$ cat src/hw/rtl/lrucp_pkg.sv
// shared constants and types for the lru cache core
package lrucp_pkg;

   localparam int ENTRIES    = 16;
   localparam int SLOT_W     = $clog2(ENTRIES);
   localparam int KEY_BITS   = 64;
   localparam int KEY_W      = 64;
   localparam int HASH_W     = 32;
   localparam int VALUE_W    = 64;
   localparam int CHARGE_W   = 32;
   localparam int HANDLE_W   = 4;
   localparam int TYPE_W     = 3;
   localparam int STATUS_W   = 3;
   localparam int REF_W      = 8;
   localparam int STAMP_W    = 32;
   localparam int CAP_W      = 36;
   localparam int USAGE_W    = 37;
   localparam int CSR_ADDR_W = 4;
   localparam int CSR_DATA_W = 64;

   localparam logic [REF_W-1:0] REF_MAX = '1;

   localparam logic [CSR_ADDR_W-1:0] CSR_CAPACITY = 4'h0;

   localparam logic [TYPE_W-1:0] REQ_INSERT  = 3'd0;
   localparam logic [TYPE_W-1:0] REQ_LOOKUP  = 3'd1;
   localparam logic [TYPE_W-1:0] REQ_RELEASE = 3'd2;
   localparam logic [TYPE_W-1:0] REQ_ERASE   = 3'd3;
   localparam logic [TYPE_W-1:0] REQ_PRUNE   = 3'd4;

   localparam logic [STATUS_W-1:0] STAT_OK      = 3'd0;
   localparam logic [STATUS_W-1:0] STAT_MISS    = 3'd1;
   localparam logic [STATUS_W-1:0] STAT_NO_SLOT = 3'd2;
   localparam logic [STATUS_W-1:0] STAT_REF_LIM = 3'd3;
   localparam logic [STATUS_W-1:0] STAT_BAD_HDL = 3'd4;

   localparam logic KIND_RESP   = 1'b0;
   localparam logic KIND_NOTICE = 1'b1;

   typedef enum logic [2:0] {
      OP_NONE,
      OP_LATCH,
      OP_DECIDE,
      OP_DROP,
      OP_SCAN_INIT,
      OP_SCAN_STEP,
      OP_TAKE_BEST,
      OP_FINISH
   } op_type;

   typedef struct packed {
      logic go_drop;
      logic go_evict;
      logic evict_want;
      logic scan_last;
      logic best_valid;
   } dp_status_type;

endpackage

$ cat src/hw/rtl/lrucp_ctrl.sv
// controller state machine sequencing request handling and eviction
module lrucp_ctrl (
   input  logic                     clock,
   input  logic                     reset,
   input  logic                     start,
   input  lrucp_pkg::dp_status_type status,
   output lrucp_pkg::op_type        op,
   output logic                     busy
);
   import lrucp_pkg::*;

   typedef enum logic [6:0] {
      S_IDLE    = 7'b0000001,
      S_DECIDE  = 7'b0000010,
      S_DROP    = 7'b0000100,
      S_EVCHK   = 7'b0001000,
      S_SCAN    = 7'b0010000,
      S_SCANEND = 7'b0100000,
      S_FINISH  = 7'b1000000
   } state_type;

   state_type state_ff, state_in;
   logic      evict_pend_ff, evict_pend_in;

   always_comb begin
      state_in      = state_ff;
      evict_pend_in = evict_pend_ff;
      op            = OP_NONE;
      case (state_ff)
         S_IDLE: begin
            if (start) begin
               op       = OP_LATCH;
               state_in = S_DECIDE;
            end
         end
         S_DECIDE: begin
            op            = OP_DECIDE;
            evict_pend_in = status.go_evict;
            if (status.go_drop) begin
               state_in = S_DROP;
            end else if (status.go_evict) begin
               state_in = S_EVCHK;
            end else begin
               state_in = S_FINISH;
            end
         end
         S_DROP: begin
            op       = OP_DROP;
            state_in = evict_pend_ff ? S_EVCHK : S_FINISH;
         end
         S_EVCHK: begin
            if (status.evict_want) begin
               op       = OP_SCAN_INIT;
               state_in = S_SCAN;
            end else begin
               state_in = S_FINISH;
            end
         end
         S_SCAN: begin
            op = OP_SCAN_STEP;
            if (status.scan_last) begin
               state_in = S_SCANEND;
            end
         end
         S_SCANEND: begin
            if (status.best_valid) begin
               op       = OP_TAKE_BEST;
               state_in = S_DROP;
            end else begin
               state_in = S_FINISH;
            end
         end
         S_FINISH: begin
            op       = OP_FINISH;
            state_in = S_IDLE;
         end
         default: begin
            state_in = S_IDLE;
         end
      endcase
   end

   always_ff @(posedge clock) begin
      if (reset) begin
         state_ff      <= S_IDLE;
         evict_pend_ff <= 1'b0;
      end else begin
         state_ff      <= state_in;
         evict_pend_ff <= evict_pend_in;
      end
   end

   assign busy = (state_ff != S_IDLE);

endmodule

$ cat config.mk
export PLATFORM = sky130hd
export DESIGN_NAME = lrucp_ctrl
export DESIGN_NICKNAME = d
export VERILOG_FILES = /design/src/hw/rtl/lrucp_pkg.sv /design/src/hw/rtl/lrucp_ctrl.sv
export SDC_FILE = /design/constraint.sdc
export NUM_CORES = 1
export LEC_CHECK = 0
export BUFFER_PORTS_ARGS = -buffer_cell sky130_fd_sc_hd__clkbuf_2
export CAP_MARGIN = 40
export CORE_ASPECT_RATIO = 1.75
export CORE_MARGIN = 5
export CORE_UTILIZATION = 25
export DETAILED_ROUTE_END_ITERATION = 7
export PLACE_DENSITY = 0.44
export SYNTH_ARGS = -nofsm -noshare
export SYNTH_HDL_FRONTEND = slang
export SYNTH_SLANG_ARGS = --single-unit
$ cat constraint.sdc
create_clock -name clock -period 2.38 [get_ports clock]
set_input_delay 0.119 -clock clock [delete_from_list [all_inputs] [get_ports clock]]
set_output_delay 0.119 -clock clock [all_outputs]
set_load 0.1 [all_outputs]
==> flow_metrics.tcl, run 1 <==
set metrics [dict create \
    status "finished clean" \
    grt_start_max_net_pins 16 \
    ys_types 34 \
    rr_startpoint "state_ff[6]$_SDFFE_PP0P_" \
    top_layer_used "met4" \
    cts_tree "built" \
    min_from "status[3]" \
    synth_compound_area_share_pct 17.38 \
    grt_use_total_pct 11.12 \
    worst_pin_slew_ns 0.5421 \
    end_kind "output port" \
    rows 23 \
    muxShareOfSynthArea_pct 3.272 \
    crit_arrival_ns 2.00 \
    syn_inst 81 \
    cp_cell_sequence "or4_1, or3_1, o41ai_4, buf_12" \
    wl_met3_um 97 \
    dp_hpwl_mm 1.313 \
    tns_ns 0 \
    area.growth.synth_to_final_pct 24.74 \
    postCtsSetupBuffers 0 \
    dr_total_vias 643 \
    startpoint_type "flop" \
    start_util_pct 26.25 \
    cts.reportedPaths.clkPinSlew_ns 0.05 \
    min_period_over_period_pct 89.00 \
    critPathKind "reg -> out" \
    synth-simple-area-share_pct 41.10 \
    synth_seq_cells 8 \
    fmax_mhz 472.1 \
    grt_overflow 0 \
    slew_headroom_pct 64.01 \
    routedWlPerCell_um 14.49 \
    worstSetupStartpoint "state_ff[2]$_SDFFE_PP0P_" \
    cts-hold-fix-buffers 0 \
    dp_slack_ns 0.4258 \
    core_region_area_um2 2331 \
    synth_xor_area_share_pct 4.294 \
    setup_viol 0 \
    synth_nets 89 \
    wl_mm 1.666 \
    cts.repair.resized 0 \
    rsz0062_at_grt "false" \
    finalHoldViolCount 0 \
    drive_gt1_share_pct 24.44 \
    clock-sinks 8 \
    slew_violations 0 \
    powerDensity_nw_per_um2 553.1 \
    synth_top_family_by_area "simple AND/OR/NAND/NOR gates" \
    cts_root_buffer "clkbuf_8" \
    die_h_um 75.45 \
    port_buffers 11 \
    ant_nets 0 \
    finClkSkew_ns 0.006131 \
    synth_fa_ha_area_share_pct 0 \
    crit_buf_inv 1 \
    cap_viol_max_count 0 \
    crit_path_top_delay_cell "or4_1" \
    clock_latency_ns 0.23 \
    viasPerCell 5.591 \
    netlist_area_um2 611.8 \
    gp_congestion 0.6727 \
    cpPeakStageDelay_ns 0.59 \
    clock_path_buffers 2 \
    crit_family "simple AND/OR/NAND/NOR gates" \
    yosys_warnings 0 \
    antenna_cells 0 \
    numCtsBuffers 3 \
    total_leakage_power_nw 0.3030 \
    io_pins 12 \
    dr_wl_met2_um 913 \
    fillCellCount 256 \
    hold_class "in -> reg" \
    fp.dieArea_um2 3576 \
    setup_ws_ns 0.2617 \
    peakVddDrop_v 0.0003412 \
    required_ns 2.26 \
    crit_fanout 15 \
    grt_pass1_wl_mm 2.870 \
    htreeDepth 1 \
    layout_common_cells "nor2_1 (10), clkbuf_2 (10), dfxtp_1 (8)" \
    drt-pass1-iter-count 4 \
    die_w_um 47.40 \
    antenna_found_initial 0 \
    yosysSeqAreaShare_pct 26.18 \
    first_iter_violations 18 \
    wl_met1_um 613 \
    synth.avg_cell_area_um2 7.554 \
    drcViolationCount 0 \
    grt_pass1_vias 615 \
    fin_crit_ns 2.118 \
    num-nets-final 100 \
]
==> state kept, by name (all words and copies together), names as in the netlist <==
name and count:
state_ff 7, evict_pend_ff 1
==> path summary, 6_finish.rpt <==
check	to	slack, ns	cells past startpoint
worst max-delay path	op[0]	0.26	4
worst min-delay path	state_ff[3]$_SDFFE_PP0P_	0.14	2
worst max register to register	state_ff[6]$_SDFFE_PP0P_	0.40	4
worst min register to register	state_ff[3]$_SDFFE_PP0P_	0.52	2
==> cells in the mapped netlist <==
cell,number,area share (%)
o21bai_1,1,1.2
dfxtp_1,8,26
o311ai_1,1,1.4
xor2_1,1,1.4
mux2i_1,2,3.3
o21a_1,1,1.2
nand3_1,2,1.6
nor4b_1,1,1.4
clkbuf_1,5,3.1
or3_1,2,2.0
nor3b_1,4,4.9
o2bb2ai_1,1,1.4
nor2b_1,2,2.0
nor4_1,2,2.0
nor2_1,10,6.1
nand2_1,2,1.2
a311oi_1,1,1.4
o21ai_0,4,3.3
o41ai_1,1,1.4
buf_2,2,1.6
inv_1,2,1.2
or4_4,1,1.8
or4_1,2,2.5
or3_4,1,1.8
or4b_1,1,1.6
a21oi_1,4,3.3
nand2b_1,3,3.1
nor3_1,5,4.1
o22a_1,1,1.4
nand4_1,1,1.0
nand3b_1,3,3.7
o31ai_1,1,1.2
xnor2_1,2,2.9
buf_6,1,1.8
==> power by group <==
part	internal [W]	switching (W)
Combinational	0.0000351	0.0000718
Sequential	0.000139	0.0000108
Clock	0.000110	0.0000557
==> layer usage <==
metal,vias up,track usage (%)
met5,-,0
met4,0,4.923
met3,4,2.364
met2,23,19.25
met1,302,12.45
li1,314,-
==> cell families after synthesis <==
group,Yosys count
AND/OR/NAND/NOR,42
XOR/XNOR,3
multiplexers,2
buffers and inverters,10
flip-flops,8
AO/OA/AOI/OAI,16
==> worst register-to-register path, delay by kind of cell (launching register included) <==
| kind | cells | cell delay (ns) |
|---|---|---|
| compound gates | 1 | 0.08 |
| flops | 1 | 0.40 |
| simple gates | 3 | 1.39 |
==> metrics by stage <==
step                      total power [W]  hold slack (ns)  util [%]  area, um2  std cells
after CTS                       0.0004264           0.1437     32.74      763.2        115
after global placement          0.0002602           0.3682     30.97      721.9        112
after floorplan                 0.0002331           0.2359         -      638.1         81
final                           0.0004221           0.1381     32.74      763.2        115
after detailed placement        0.0002596           0.3823     30.97      721.9        112
after global routing            0.0004492           0.1445     32.74      763.2        115
==> area by class of cell <==
class | instances | area (um2) | share of cell area, %
Inverter | 2 | 7.507 | 0.9836
Tap cell | 25 | 31.28 | 4.098
Sequential cell | 8 | 160.2 | 20.98
Multi-Input combinational cell | 63 | 430.4 | 56.39
Clock buffer | 3 | 41.29 | 5.410
Timing Repair Buffer | 14 | 92.59 | 12.13
No activity file was read; power rests on OpenSTA's default activity.
==> run 2: changes to the inputs <==
--- a/config.mk
+++ b/config.mk
@@ -5,13 +5,13 @@
 export SDC_FILE = /design/constraint.sdc
 export NUM_CORES = 1
 export LEC_CHECK = 0
+export ABC_AREA = 0
 export BUFFER_PORTS_ARGS = -buffer_cell sky130_fd_sc_hd__clkbuf_2
 export CAP_MARGIN = 40
 export CORE_ASPECT_RATIO = 1.75
 export CORE_MARGIN = 5
 export CORE_UTILIZATION = 25
 export DETAILED_ROUTE_END_ITERATION = 7
-export PLACE_DENSITY = 0.44
 export SYNTH_ARGS = -nofsm -noshare
 export SYNTH_HDL_FRONTEND = slang
 export SYNTH_SLANG_ARGS = --single-unit
==> run 2 against run 1 <==
Against the previous run:
- register-to-register slack about the same
- clock-buffer cell count unchanged
- worst setup slack better by 0.019 ns
- utilization down 0.64 points
- cell count down 1.7%
- critical path type unchanged
- critical endpoint unchanged
- largest cell class unchanged
==> flow_metrics.tcl, run 2 (synthesis results as in run 1) <==
set metrics [dict create \
    clock-sinks 8 \
    p_sw_w 0.0001381 \
    fillCellCount 244 \
    fp.dieArea_um2 3576 \
    htreeDepth 1 \
    drt-pass1-iter-count 4 \
    start_util_pct 26.25 \
    die_h_um 75.45 \
    rsz0062_at_grt "false" \
    die_w_um 47.40 \
    dr_total_vias 632 \
    gp_congestion 0.8069 \
    drive_gt1_share_pct 22.73 \
    first_iter_violations 14 \
    hold_class "in -> reg" \
    rows 23 \
    tns_ns 0 \
    grt_overflow 0 \
    power_frac_clock_pct 38.9 \
    worst_pin_slew_ns 0.5383 \
    viasPerCell 5.593 \
    end_kind "output port" \
    final_cells 113 \
    startpoint_type "flop" \
    grt_pass1_vias 590 \
    powerDensity_nw_per_um2 563.5 \
    status "finished clean" \
    antenna_cells 0 \
    cts_root_buffer "clkbuf_8" \
    crit_arrival_ns 1.98 \
    port_buffers 11 \
    grt_use_total_pct 10.63 \
    area.growth.synth_to_final_pct 22.29 \
    fin_crit_ns 2.100 \
    postCtsSetupBuffers 0 \
    cts.repair.resized 0 \
    seq_power_share_pct 35.6 \
    cap_viol_max_count 0 \
    required_ns 2.26 \
    dp_hpwl_mm 1.199 \
    num-nets-final 98 \
    regMostFlops "state_ff" \
    grt_pass1_wl_mm 2.732 \
    grt_start_max_net_pins 16 \
    power_frac_comb_pct 25.4 \
    internal-power_w 0.0002836 \
    core_region_area_um2 2331 \
    crit_fanout 9 \
    finClkSkew_ns 0.0005298 \
    peakVddDrop_v 0.0002326 \
    critPathKind "reg -> out" \
    setup_viol 0 \
    fmax_mhz 476.3 \
    drcViolationCount 0 \
    layout_common_cells "nor2_1 (10), clkbuf_2 (10), dfxtp_1 (8)" \
    placed_cells 110 \
    finalHoldViolCount 0 \
    cts-hold-fix-buffers 0 \
    slew_violations 0 \
    slew_headroom_pct 64.06 \
    ant_nets 0 \
    reg_top3 "state_ff: 7 flops, evict_pend_ff: 1 flops" \
    antenna_found_initial 0 \
    clock_latency_ns 0.23 \
    cts_tree "built" \
    cts.reportedPaths.clkPinSlew_ns 0.04 \
    routedWlPerCell_um 13.90 \
    clock_path_buffers 2 \
    total_leakage_power_nw 0.2921 \
    io_pins 12 \
    wl_mm 1.571 \
    sw_frac_of_total_pct 32.74 \
    min_period_over_period_pct 88.22 \
    largest_reg_flops 7 \
    numCtsBuffers 3 \
]
-- run 2: worst max-delay path, cell delays in order (launching register included) --
cell     delay, ns
dfxtp_1       0.42
or4_1         0.61
or3_1         0.41
o41ai_4       0.08
buf_12        0.22
-- run 2: through the flow --
| step | worst slack, ns | area, um2 | utilization [%] | total power (W) | hold WS [ns] |
|---|---|---|---|---|---|
| 2_1_floorplan | 0.3127 | 638.1 | - | 0.0002331 | 0.2359 |
| 3_3_place_gp | 0.4605 | 706.9 | 30.33 | 0.0002591 | 0.3633 |
| 3_5_place_dp | 0.4364 | 706.9 | 30.33 | 0.0002598 | 0.3816 |
| 4_1_cts | 0.2775 | 748.2 | 32.10 | 0.0004286 | 0.1412 |
| 5_1_grt | 0.1021 | 748.2 | 32.10 | 0.0004447 | 0.1554 |
| 6_report | 0.2804 | 748.2 | 32.10 | 0.0004217 | 0.1399 |
-- run 2: worst paths after layout --
path	startpoint	end	slack [ns]	depth (start not counted)
max	state_ff[1]$_SDFFE_PP0P_	op[0]	0.28	4
min	status[3]	state_ff[3]$_SDFFE_PP0P_	0.14	2
max reg2reg	state_ff[6]$_SDFFE_PP0P_	state_ff[6]$_SDFFE_PP0P_	0.41	4
min reg2reg	evict_pend_ff$_SDFFE_PP0P_	state_ff[3]$_SDFFE_PP0P_	0.52	2
-- run 2: per-layer routing --
layer,vias up,GRT usage [%],part of all wire [%]
li1,310,-,-
met1,304,12.64,39
met2,14,16.87,54
met3,4,1.418,4.4
met4,0,7.385,2.3
met5,-,0,0
-- run 2: power by group through the flow --
stage | logic [W] | registers (W) | clock network [W]
after global routing | 0.000114 | 0.000151 | 0.000180
final | 0.000107 | 0.000150 | 0.000164
after CTS | 0.000108 | 0.000150 | 0.000171
after global placement | 0.000107 | 0.000152 | 0
after detailed placement | 0.000108 | 0.000152 | 0
after floorplan | 0.0000910 | 0.000142 | 0
-- run 2: layout make-up --
cell class | instances | area, um2 | share of cell area [%]
multi-input cells | 63 | 430.4 | 57.53
flip-flops and latches | 8 | 160.2 | 21.40
repair buffers | 12 | 77.57 | 10.37
clock buffers | 3 | 41.29 | 5.518
well taps | 25 | 31.28 | 4.181
inverters | 2 | 7.507 | 1.003
==> run 3: changes to the inputs <==
--- a/config.mk
+++ b/config.mk
@@ -8,10 +8,10 @@
 export ABC_AREA = 0
 export BUFFER_PORTS_ARGS = -buffer_cell sky130_fd_sc_hd__clkbuf_2
 export CAP_MARGIN = 40
-export CORE_ASPECT_RATIO = 1.75
 export CORE_MARGIN = 5
-export CORE_UTILIZATION = 25
+export CORE_UTILIZATION = 43
 export DETAILED_ROUTE_END_ITERATION = 7
+export SETUP_SLACK_MARGIN = 0.05
 export SYNTH_ARGS = -nofsm -noshare
 export SYNTH_HDL_FRONTEND = slang
 export SYNTH_SLANG_ARGS = --single-unit
==> run 3 against run 2 <==
Against the previous run:
- sequential power shrank 3%
- via count fell by 1.7%
- first-iteration DRC count shrank 86%
- critical path depth did not move
- global-route usage rose by 2.5 points
- clock-buffer cell count did not move
- critical path type unchanged
- largest cell class unchanged
- largest power group is now registers
==> flow_metrics.tcl, run 3 (synthesis results as in run 1) <==
set metrics [dict create \
    status "finished clean" \
    total_leakage_power_nw 0.2995 \
    cts_root_buffer "clkbuf_4" \
    grt_pass1_vias 488 \
    layout_common_cells "nor2_1 (10), clkbuf_2 (10), dfxtp_1 (8)" \
    grt_start_max_net_pins 16 \
    setup_viol 0 \
    first_iter_violations 2 \
    rr_startpoint "state_ff[6]$_SDFFE_PP0P_" \
    dp_hpwl_mm 1.098 \
    grt_use_total_pct 13.14 \
    r2r_slack_ns 0.42 \
    clock-sinks 8 \
    clock_path_buffers 2 \
    die_h_um 47.72 \
    crit_path_end "op[2]" \
    num-nets-final 101 \
    port_buffers 11 \
    end_kind "output port" \
    required_ns 2.26 \
    core_region_area_um2 1318 \
    cts-hold-fix-buffers 0 \
    clock_latency_ns 0.25 \
    cap_viol_max_count 0 \
    antenna_found_initial 0 \
    io_pins 12 \
    area.growth.synth_to_final_pct 20.86 \
    finalHoldViolCount 0 \
    finClkSkew_ns 0.004136 \
    slew_headroom_pct 64.26 \
    power_w 0.0003617 \
    fmax_mhz 485.1 \
    min_period_over_period_pct 86.62 \
    cts.repair.resized 0 \
    ff2ff_path_depth 4 \
    largest_reg_flops 7 \
    crit_fanout 15 \
    start_util_pct 46.44 \
    hold_class "in -> reg" \
    wl_mm 1.389 \
    antenna_cells 0 \
    worstSetupStartpoint "state_ff[4]$_SDFFE_PP0P_" \
    ant_nets 0 \
    cts.reportedPaths.clkPinSlew_ns 0.05 \
    postCtsSetupBuffers 0 \
    startpoint_type "flop" \
    crit_arrival_ns 1.94 \
    regToRegEndpoint "state_ff[6]$_SDFFE_PP0P_" \
    drive_gt1_share_pct 25.27 \
    gp_congestion 0.7834 \
    cts_tree "built" \
    dr_total_vias 621 \
    slew_violations 0 \
    fin_crit_ns 2.061 \
    routedWlPerCell_um 13.10 \
    reg_top3 "state_ff: 7 flops, evict_pend_ff: 1 flops" \
    tns_ns 0 \
    drt-pass1-iter-count 4 \
    rows 13 \
    viasPerCell 5.858 \
    worst_pin_slew_ns 0.5353 \
    htreeDepth 1 \
    drcViolationCount 0 \
    die_w_um 47.72 \
    critPathKind "reg -> out" \
    fp.dieArea_um2 2277 \
    peakVddDrop_v 0.0003313 \
    powerDensity_nw_per_um2 489.1 \
    grt_overflow 0 \
    numCtsBuffers 3 \
    regMostFlops "state_ff" \
    rsz0062_at_grt "false" \
    grt_pass1_wl_mm 2.125 \
]
-- run 3: worst min-delay path by stage --
stage,startpoint,end,slack [ns],cells after the start
final,status[3],state_ff[3]$_SDFFE_PP0P_,0.11,2
after global placement,status[3],state_ff[3]$_SDFFE_PP0P_,0.35,2
after floorplan,status[3],state_ff[3]$_SDFFE_PP0P_,0.24,1
after global routing,status[3],state_ff[3]$_SDFFE_PP0P_,0.11,2
after detailed placement,status[3],state_ff[3]$_SDFFE_PP0P_,0.36,2
after CTS,status[3],state_ff[3]$_SDFFE_PP0P_,0.10,2
-- run 3: routing by layer --
| metal | routed length (um) | track usage (%) | part of all wire, % | vias to the layer above |
|---|---|---|---|---|
| met5 | 0 | 0 | 0 | - |
| met4 | 0 | 1.613 | 0 | 0 |
| met3 | 88 | 4.511 | 6.3 | 0 |
| met2 | 665 | 21.90 | 48 | 18 |
| met1 | 635 | 16.82 | 46 | 286 |
| li1 | - | - | - | 317 |
-- run 3: layout make-up --
| cell class | instances | area [um2] |
|---|---|---|
| Clock buffer | 3 | 22.52 |
| Inverter | 2 | 7.507 |
| Sequential cell | 8 | 160.2 |
| Tap cell | 15 | 18.77 |
| Fill cell | 141 | 578.1 |
| Multi-Input combinational cell | 63 | 430.4 |
| Timing Repair Buffer | 15 | 100.1 |
-- run 3: worst max-delay path, stage by stage, from the launching register on --
cell,delay (ns)
dfxtp_1,0.47
nor4_1,0.42
nand4_1,0.24
o21ai_2,0.10
clkbuf_2,0.46
-- run 3: through the flow --
| stage | cell area, um2 | setup WS (ns) | util [%] | hold slack (ns) | instances |
|---|---|---|---|---|---|
| floorplan | 638.1 | 0.3127 | - | 0.2359 | 81 |
| global placement | 716.9 | 0.4529 | 54.42 | 0.3520 | 103 |
| detailed placement | 716.9 | 0.4522 | 54.42 | 0.3644 | 103 |
| CTS | 739.5 | 0.3120 | 56.13 | 0.1038 | 106 |
| global route | 739.5 | 0.1944 | 56.13 | 0.1077 | 106 |
| finish | 739.5 | 0.3185 | 56.13 | 0.1080 | 106 |
-- run 3: report_power, final --
part,switching [W],internal (W)
sequential,0.00000656,0.000139
combinational,0.0000765,0.0000393
clock,0.0000432,0.0000575
total,0.000126,0.000235
